[config.mk]
export PLATFORM = sky130hd
export DESIGN_NAME = nand_page_read_sequencer
export DESIGN_NICKNAME = d
export VERILOG_FILES = /design/src/hw/rtl/npr_pkg.sv /design/src/hw/rtl/nand_page_read_sequencer.sv
export VERILOG_INCLUDE_DIRS = /design/src /design/src/hw/rtl
export SDC_FILE = /design/constraint.sdc
export NUM_CORES = 1
export LEC_CHECK = 0
export ABC_AREA = 1
export BUFFER_PORTS_ARGS = -buffer_cell sky130_fd_sc_hd__buf_4
export CAP_MARGIN = 0
export CORE_ASPECT_RATIO = 1.25
export CORE_UTILIZATION = 50
export CTS_CLUSTER_SIZE = 40
export DETAILED_ROUTE_END_ITERATION = 16
export PLACE_DENSITY = 0.7
export SLEW_MARGIN = 0
export SYNTH_ARGS = -nofsm -noshare
export SYNTH_HDL_FRONTEND = slang
export SYNTH_SLANG_ARGS = --single-unit
[constraint.sdc]
create_clock -name clock -period 4.3 [get_ports clock]
set_input_delay 0.86 -clock clock [delete_from_list [all_inputs] [get_ports clock]]
set_output_delay 0.86 -clock clock [all_outputs]
set_load 0.02 [all_outputs]
[src/hw/rtl/nand_page_read_sequencer_macros.svh]
// Assertion macros for the RTL
`ifndef NAND_PAGE_READ_SEQUENCER_MACROS_SVH
`define NAND_PAGE_READ_SEQUENCER_MACROS_SVH

// Same-cycle implication, sampled on the rising clock edge, off during reset
`define NPR_ASSERT_NOW(label, ante, cons, msg) \
   label: assert property (@(posedge clock) disable iff (reset) (ante) |-> (cons)) \
      else $error(msg);

// Next-cycle implication, sampled on the rising clock edge, off during reset
`define NPR_ASSERT_NEXT(label, ante, cons, msg) \
   label: assert property (@(posedge clock) disable iff (reset) (ante) |=> (cons)) \
      else $error(msg);

`endif

[src/hw/rtl/npr_pkg.sv]
package npr_pkg;

   // Page geometry
   localparam int unsigned PageBytes = 2048;
   localparam int unsigned PageShift = $clog2(PageBytes);
   localparam int unsigned ColWidth  = 12;

   // Burst buffer: select/data, then up to seven more results
   localparam int unsigned BurstDepth = 8;
   localparam int unsigned BurstIdxW  = $clog2(BurstDepth);

   // Input actions
   localparam logic [1:0] ActStart = 2'd0;
   localparam logic [1:0] ActReady = 2'd1;
   localparam logic [1:0] ActByte  = 2'd2;

   // Result kinds
   localparam logic [2:0] KindSelect   = 3'd0;
   localparam logic [2:0] KindDeselect = 3'd1;
   localparam logic [2:0] KindCmd      = 3'd2;
   localparam logic [2:0] KindAddr     = 3'd3;
   localparam logic [2:0] KindData     = 3'd4;

   // Flash commands
   localparam logic [7:0] CmdRead1 = 8'h00;
   localparam logic [7:0] CmdRead2 = 8'h30;

   typedef struct packed {
      logic [2:0] kind;
      logic [7:0] value;
   } result_type;

endpackage

[src/hw/rtl/nand_page_read_sequencer.sv]
// Channel | Dir | tdata (low bit up)                                | tuser      | tlast
// req_    | in  | start_address, byte_count, ready_flag, flash_byte | action     | -
// rsp_    | out | value                                             | kind       | last
//
// Each item is decoded in the cycle it is accepted and its results land in an
// eight-entry burst register, drained one result per cycle while rsp_tready is high.
// A flash byte inside a page gives one result, so with rsp_tready high data streams
// at one item per cycle; a start gives two or eight results, the last byte of a read
// two and the last byte of a page eight, and req_tready stays low until the burst's
// last result is taken. Ready samples give no result.
// Reset (synchronous, active high) returns to idle with an empty burst register.
// A stalled rsp_ side holds the burst; req_ is taken again in the cycle the
// burst's last result leaves.
`include "nand_page_read_sequencer_macros.svh"

module nand_page_read_sequencer (
   input  logic        clock,
   input  logic        reset,
   input  logic        req_tvalid,
   output logic        req_tready,
   // start_address [31:0], byte_count [63:32], ready_flag [64], flash_byte [72:65]
   input  logic [79:0] req_tdata,
   // action [1:0]
   input  logic [1:0]  req_tuser,
   output logic        rsp_tvalid,
   input  logic        rsp_tready,
   // value [7:0]
   output logic [7:0]  rsp_tdata,
   // kind [2:0]
   output logic [2:0]  rsp_tuser,
   output logic        rsp_tlast
);

   typedef enum logic [1:0] {
      PhIdle,
      PhWait,
      PhRead
   } phase_type;

   localparam int unsigned IdxW = npr_pkg::BurstIdxW;
   localparam int unsigned ColW = npr_pkg::ColWidth;
   localparam logic [31:0] ColMask = 32'(npr_pkg::PageBytes - 1);

   phase_type            phase_ff, phase_in;
   logic [31:0]          addr_ff, addr_in;
   logic [31:0]          left_ff, left_in;
   logic [ColW-1:0]      column_ff, column_in;
   logic                 burst_valid_ff, burst_valid_in;
   logic [IdxW-1:0]      idx_ff, idx_in;
   logic [IdxW-1:0]      cnt_ff, cnt_in;
   npr_pkg::result_type  burst_ff [npr_pkg::BurstDepth];
   npr_pkg::result_type  burst_in [npr_pkg::BurstDepth];

   logic                 req_accept;
   logic                 burst_end;
   logic [1:0]           in_action;
   logic [31:0]          in_start;
   logic [31:0]          in_count;
   logic                 in_ready;
   logic [7:0]           in_byte;
   logic [31:0]          next_addr;
   logic [31:0]          left_dec;
   logic [ColW-1:0]      col_inc;
   logic [31:0]          open_addr;
   logic [31:0]          open_col;
   logic [31:0]          open_page;
   logic                 col_in_step;

   // Field unpacking
   assign in_action = req_tuser;
   assign in_start  = req_tdata[31:0];
   assign in_count  = req_tdata[63:32];
   assign in_ready  = req_tdata[64];
   assign in_byte   = req_tdata[72:65];

   // Handshakes
   assign burst_end  = burst_valid_ff && rsp_tready && (idx_ff == cnt_ff);
   assign req_tready = !burst_valid_ff || burst_end;
   assign req_accept = req_tvalid && req_tready;

   // Result output from the burst register
   assign rsp_tvalid = burst_valid_ff;
   assign rsp_tuser  = burst_ff[idx_ff].kind;
   assign rsp_tdata  = burst_ff[idx_ff].value;
   assign rsp_tlast  = (idx_ff == cnt_ff);

   // Read step arithmetic
   assign next_addr = addr_ff + 32'd1;
   assign left_dec  = left_ff - 32'd1;
   assign col_inc   = column_ff + ColW'(1);

   // Page-open address bytes: start address or the advanced address
   assign open_addr = (in_action == npr_pkg::ActStart) ? in_start : next_addr;
   assign open_col  = open_addr & ColMask;
   assign open_page = open_addr >> npr_pkg::PageShift;

   always_comb begin
      phase_in       = phase_ff;
      addr_in        = addr_ff;
      left_in        = left_ff;
      column_in      = column_ff;
      burst_valid_in = burst_valid_ff;
      idx_in         = idx_ff;
      cnt_in         = cnt_ff;
      burst_in       = burst_ff;

      // Drain
      if (burst_valid_ff && rsp_tready) begin
         if (idx_ff == cnt_ff) begin
            burst_valid_in = 1'b0;
         end else begin
            idx_in = idx_ff + IdxW'(1);
         end
      end

      // Page-open sequence fills entries one to seven; a deselect overwrites entry one
      burst_in[1] = '{kind: npr_pkg::KindCmd,  value: npr_pkg::CmdRead1};
      burst_in[2] = '{kind: npr_pkg::KindAddr, value: open_col[7:0]};
      burst_in[3] = '{kind: npr_pkg::KindAddr, value: open_col[15:8]};
      burst_in[4] = '{kind: npr_pkg::KindAddr, value: open_page[7:0]};
      burst_in[5] = '{kind: npr_pkg::KindAddr, value: open_page[15:8]};
      burst_in[6] = '{kind: npr_pkg::KindAddr, value: open_page[23:16]};
      burst_in[7] = '{kind: npr_pkg::KindCmd,  value: npr_pkg::CmdRead2};
      if (!req_accept) begin
         burst_in = burst_ff;
      end

      // Item decode
      if (req_accept) begin
         case (in_action)
            npr_pkg::ActStart: begin
               if (phase_ff == PhIdle) begin
                  addr_in        = in_start;
                  left_in        = in_count;
                  column_in      = ColW'(in_start & ColMask);
                  burst_in[0]    = '{kind: npr_pkg::KindSelect, value: 8'h00};
                  burst_valid_in = 1'b1;
                  idx_in         = '0;
                  if (in_count == 32'd0) begin
                     burst_in[1] = '{kind: npr_pkg::KindDeselect, value: 8'h00};
                     cnt_in      = IdxW'(1);
                  end else begin
                     cnt_in   = IdxW'(npr_pkg::BurstDepth - 1);
                     phase_in = PhWait;
                  end
               end
            end
            npr_pkg::ActReady: begin
               if (phase_ff == PhWait && in_ready) begin
                  phase_in = PhRead;
               end
            end
            npr_pkg::ActByte: begin
               if (phase_ff == PhRead) begin
                  addr_in        = next_addr;
                  left_in        = left_dec;
                  column_in      = col_inc;
                  burst_in[0]    = '{kind: npr_pkg::KindData, value: in_byte};
                  burst_valid_in = 1'b1;
                  idx_in         = '0;
                  if (left_dec == 32'd0) begin
                     burst_in[1] = '{kind: npr_pkg::KindDeselect, value: 8'h00};
                     cnt_in      = IdxW'(1);
                     phase_in    = PhIdle;
                  end else if (col_inc >= ColW'(npr_pkg::PageBytes)) begin
                     column_in = '0;
                     cnt_in    = IdxW'(npr_pkg::BurstDepth - 1);
                     phase_in  = PhWait;
                  end else begin
                     cnt_in = '0;
                  end
               end
            end
            default: begin
            end
         endcase
      end
   end

   // State and burst registers
   always_ff @(posedge clock) begin
      burst_ff <= burst_in;
      if (reset) begin
         phase_ff       <= PhIdle;
         addr_ff        <= '0;
         left_ff        <= '0;
         column_ff      <= '0;
         burst_valid_ff <= 1'b0;
         idx_ff         <= '0;
         cnt_ff         <= '0;
      end else begin
         phase_ff       <= phase_in;
         addr_ff        <= addr_in;
         left_ff        <= left_in;
         column_ff      <= column_in;
         burst_valid_ff <= burst_valid_in;
         idx_ff         <= idx_in;
         cnt_ff         <= cnt_in;
      end
   end

   // Checks
   assign col_in_step = (32'(column_ff) == (addr_ff & ColMask));

   `NPR_ASSERT_NOW(a_idx_in_range, burst_valid_ff, idx_ff <= cnt_ff, "burst index past count")
   `NPR_ASSERT_NOW(a_read_has_bytes, phase_ff == PhRead, left_ff != 32'd0, "read, none left")
   `NPR_ASSERT_NOW(a_col_tracks_addr, phase_ff != PhIdle, col_in_step, "column off address")
   `NPR_ASSERT_NEXT(a_burst_empties, burst_end && !req_accept, !rsp_tvalid, "result after end")

endmodule
==> results.py <==
metrics = {
    "timing": {
        "worstMarginPinSlew_ns": 0.9795,
        "grt_setup_unrepaired": "false",
        "relSlewSlack_pct": 34.70,
        "slew_viol_final": 0,
        "fmax_ghz": 0.3080,
        "whs_ns": 0.4925,
        "skew_ns": 0.01084,
        "finalCritPeriodShare_pct": 75.51,
        "hold_violations": 0,
        "fin_tns_setup_ns": 0,
        "finalSetupViolCount": 0,
        "min_period_ns": 3.247,
        "worst_slack_ns": 1.053,
    },
    "floorplan": {
        "dieHeight_um": 147.5,
        "core_sq_mm": 0.01640,
        "die_area_sq_mm": 0.01747,
        "die_w_um": 118.4,
        "initial_core_util_pct": 51.66,
        "ioPinCount": 100,
        "rows": 52,
    },
    "clocking": {
        "clk_latency_ns": 0.43,
        "cts_setup_buffers": 0,
        "numClockSinks": 136,
        "cts_buffers": 17,
        "ctsHoldBuffers": 0,
        "post_cts_resized": 0,
        "clockBufferDepth": 2,
        "root_buffer": "clkbuf_16",
        "htreeDepth": 4,
        "cts_tree": "built",
        "path_clk_slew_ns": 0.06,
    },
    "power_and_ir_drop": {
        "swShare_pct": 35.89,
        "powerDensity_mw_per_mm2": 460.1,
        "comb_power_share_pct": 29.0,
        "internal-power_mw": 2.913,
        "p_leak_nw": 4.083,
        "power.switching_mw": 1.631,
        "power.share.clock_pct": 33.8,
        "pwr-share-seq_pct": 37.2,
        "peakVddDrop_mv": 0.2755,
    },
    "global_routing": {
        "grt_pass1_wl_mm": 38.34,
        "grt-ovfl-total": 0,
        "grt_pass1_vias": 7821,
        "grt_max_degree": 91,
        "antenna_found_initial": 0,
        "grt.total_usage_pct": 27.90,
    },
    "yosys": {
        "synth.cell_area_sq_mm": 0.008469,
        "synth_top_area_share_pct": 19.86,
        "syn_avg_cell_area_sq_um": 7.034,
        "ys_types": 56,
        "ys_seq_area_share_pct": 38.29,
        "synthFlopType": "dfxtp_1",
        "synth-async-reset-ratio_pct": 0,
        "synth_area_leaders": "dfxtp_1, edfxtp_1, nand2_1",
        "yosysTopAreaCell": "dfxtp_1",
        "ys_ff_latch": 136,
        "syn_inst": 1204,
        "synth_nets": 1296,
        "synth_edf_count": 52,
        "yosysWarnings": 0,
    },
    "drt": {
        "drt-vias-per-instance": 5.540,
        "routed_wl_mm": 23.86,
        "drt_iter0_drc": 565,
        "drt-wirelength-per-cell_um": 15.92,
        "ant_nets": 0,
        "dr.pass1.iters": 5,
        "drcViolationCount": 0,
        "vias": 8304,
    },
    "critical_path": {
        "critPathKind": "reg -> out",
        "endpoint_kind": "output port",
        "r2r_start": "idx_ff[2]",
        "crit_family": "simple AND/OR/NAND/NOR gates",
        "cp_num_buf_inv": 4,
        "critPathLaunchType": "register",
        "crit_path_cell_trace": "buf_4 -> inv_1 -> nor2_1 -> inv_1 -> nor2_1 -> a221oi_1 -> a32oi_1 -> buf_4",
        "cpPeakStageDelay_ns": 0.62,
        "worstReg2RegEnd": "phase_ff[1]",
        "crit_arrival_ns": 2.39,
        "critPathSlowestCell": "nor2_1",
        "cp.required_ns": 3.44,
        "crit_fanout": 17,
        "ff2ff_setup_slack_ns": 1.50,
        "reg2reg_depth": 15,
    },
    "place": {
        "gp_congestion": 0.9292,
        "io_buffers": 92,
        "dp_slack_ns": 1.244,
        "placed_area_sq_mm": 0.009258,
        "dp_hpwl_mm": 16.95,
    },
    "final_layout": {
        "final_util_pct": 60.23,
        "syn_to_final_growth_pct": 16.61,
        "n_antenna_cell": 0,
        "n_fill_cell": 1555,
        "drive_gt1_share_pct": 15.90,
        "multiInputGateArea_sq_mm": 0.004612,
        "final_area_sq_mm": 0.009876,
        "nets": 1362,
        "ff_latch_area_sq_mm": 0.003243,
    },
    "hold_path": {
        "hold_path.class": "reg -> reg",
        "holdPathStages": 2,
        "hp-start": "column_ff[11]",
        "whs_endpoint": "column_ff[11]",
    },
    "status": {
        "status": "finished clean",
    },
    "job": {
        "cap_violations": 0,
    },
}
## per-layer routing
metal / part of all wire [%] / routed length (um) / GRT usage [%]
met5: 0 / 0 / 0
met3: 5.6 / 1326 / 5.247
met2: 50 / 11990 / 49.94
met4: 4.1 / 987 / 14.62
met1: 40 / 9554 / 31.48
## cells in the final DEF (no fill, tap or decap), types with 8 or more instances in the layout
cell and count:
xnor2_1 15, inv_2 8, a211oi_1 8, nor2_4 8
nor3_1 9, edfxtp_1 52, nand2_2 8, clkbuf_16 17
nor2_2 16, inv_1 81, nand4_1 17, a21oi_1 88
dfxtp_1 84, a221oi_1 12, xor2_1 17, nand3_1 48
nor2_1 149, o211ai_1 8, o21ai_1 21, nand2_1 345
buf_4 102, a31oi_1 24, o21ai_0 70
## kinds of logic (layout without fill, tap and decap cells)
family / Yosys count / in the layout / synth area share (%)
AND/OR/NAND/NOR: 631 / 631 / 32.97
flip-flops: 136 / 136 / 38.29
XOR/XNOR: 33 / 33 / 3.501
AO/OA/AOI/OAI: 250 / 250 / 17.00
adder cells (fa/ha/maj): 6 / 6 / 0.8864
buffers and inverters: 148 / 227 / 7.342
## state kept, by name, indices dropped and copies added, names as in the netlist
signal	cells
left_ff	32
column_ff	12
addr_ff	32
idx_ff	3
burst_ff	52
phase_ff	2
rsp_tvalid	1
cnt_ff	2
## worst reg2reg max path: stages, from the launching register on
cell,delay [ns]
dfxtp_1,0.30
buf_4,0.19
nor2_2,0.17
nor2_1,0.07
nor2_2,0.14
nor2_2,0.08
a21oi_4,0.16
nand2_1,0.31
inv_2,0.15
buf_4,0.47
o21ai_0,0.17
nor3_1,0.17
nand2_1,0.12
nand2_1,0.07
nand2_1,0.04
nor2_1,0.12
## stage by stage
step	cells	power, mW
floorplan	1204	2.653
global placement	1467	2.996
detailed placement	1467	3.015
CTS	1499	4.552
global route	1499	4.787
finish	1499	4.544
## cells in the mapped netlist, drive strengths merged, types with 18 or more instances
cell type	count
clkbuf	37
edfxtp	52
nand4	19
inv	89
o21ai	91
dfxtp	84
a21oi	94
a31oi	24
nand2	356
buf	19
nor2	175
xor2	18
nand3	55
## power groups by stage
stage	combinational (mW)	clock, mW	sequential [mW]
6_report	1.32	1.54	1.69
5_1_grt	1.46	1.61	1.71
4_1_cts	1.31	1.55	1.69
3_5_place_dp	1.30	0	1.71
3_3_place_gp	1.29	0	1.71
2_1_floorplan	0.983	0	1.67
## layout make-up
| cell class | count | share of cell area [%] |
|---|---|---|
| tap | 216 | 2.737 |
| clock buffer | 17 | 4.308 |
| timing repair buffer | 103 | 7.956 |
| clock inverter | 15 | 1.951 |
| inverter | 92 | 3.509 |
| sequential | 136 | 32.84 |
| multi-input combinational | 920 | 46.70 |
## worst max path at each step
| stage | start | slack [ns] | cells after the start | endpoint |
|---|---|---|---|---|
| after floorplan | rsp_tready | 1.31 | 9 | burst_ff[77] |
| after global placement | rsp_tready | 1.28 | 13 | phase_ff[0] |
| after detailed placement | rsp_tready | 1.24 | 13 | phase_ff[1] |
| after CTS | idx_ff[0] | 1.08 | 8 | rsp_tdata[4] |
| after global routing | idx_ff[0] | 0.93 | 8 | rsp_tdata[4] |
| final | idx_ff[0] | 1.05 | 8 | rsp_tdata[4] |
No activity file was read; power rests on OpenSTA's default activity.
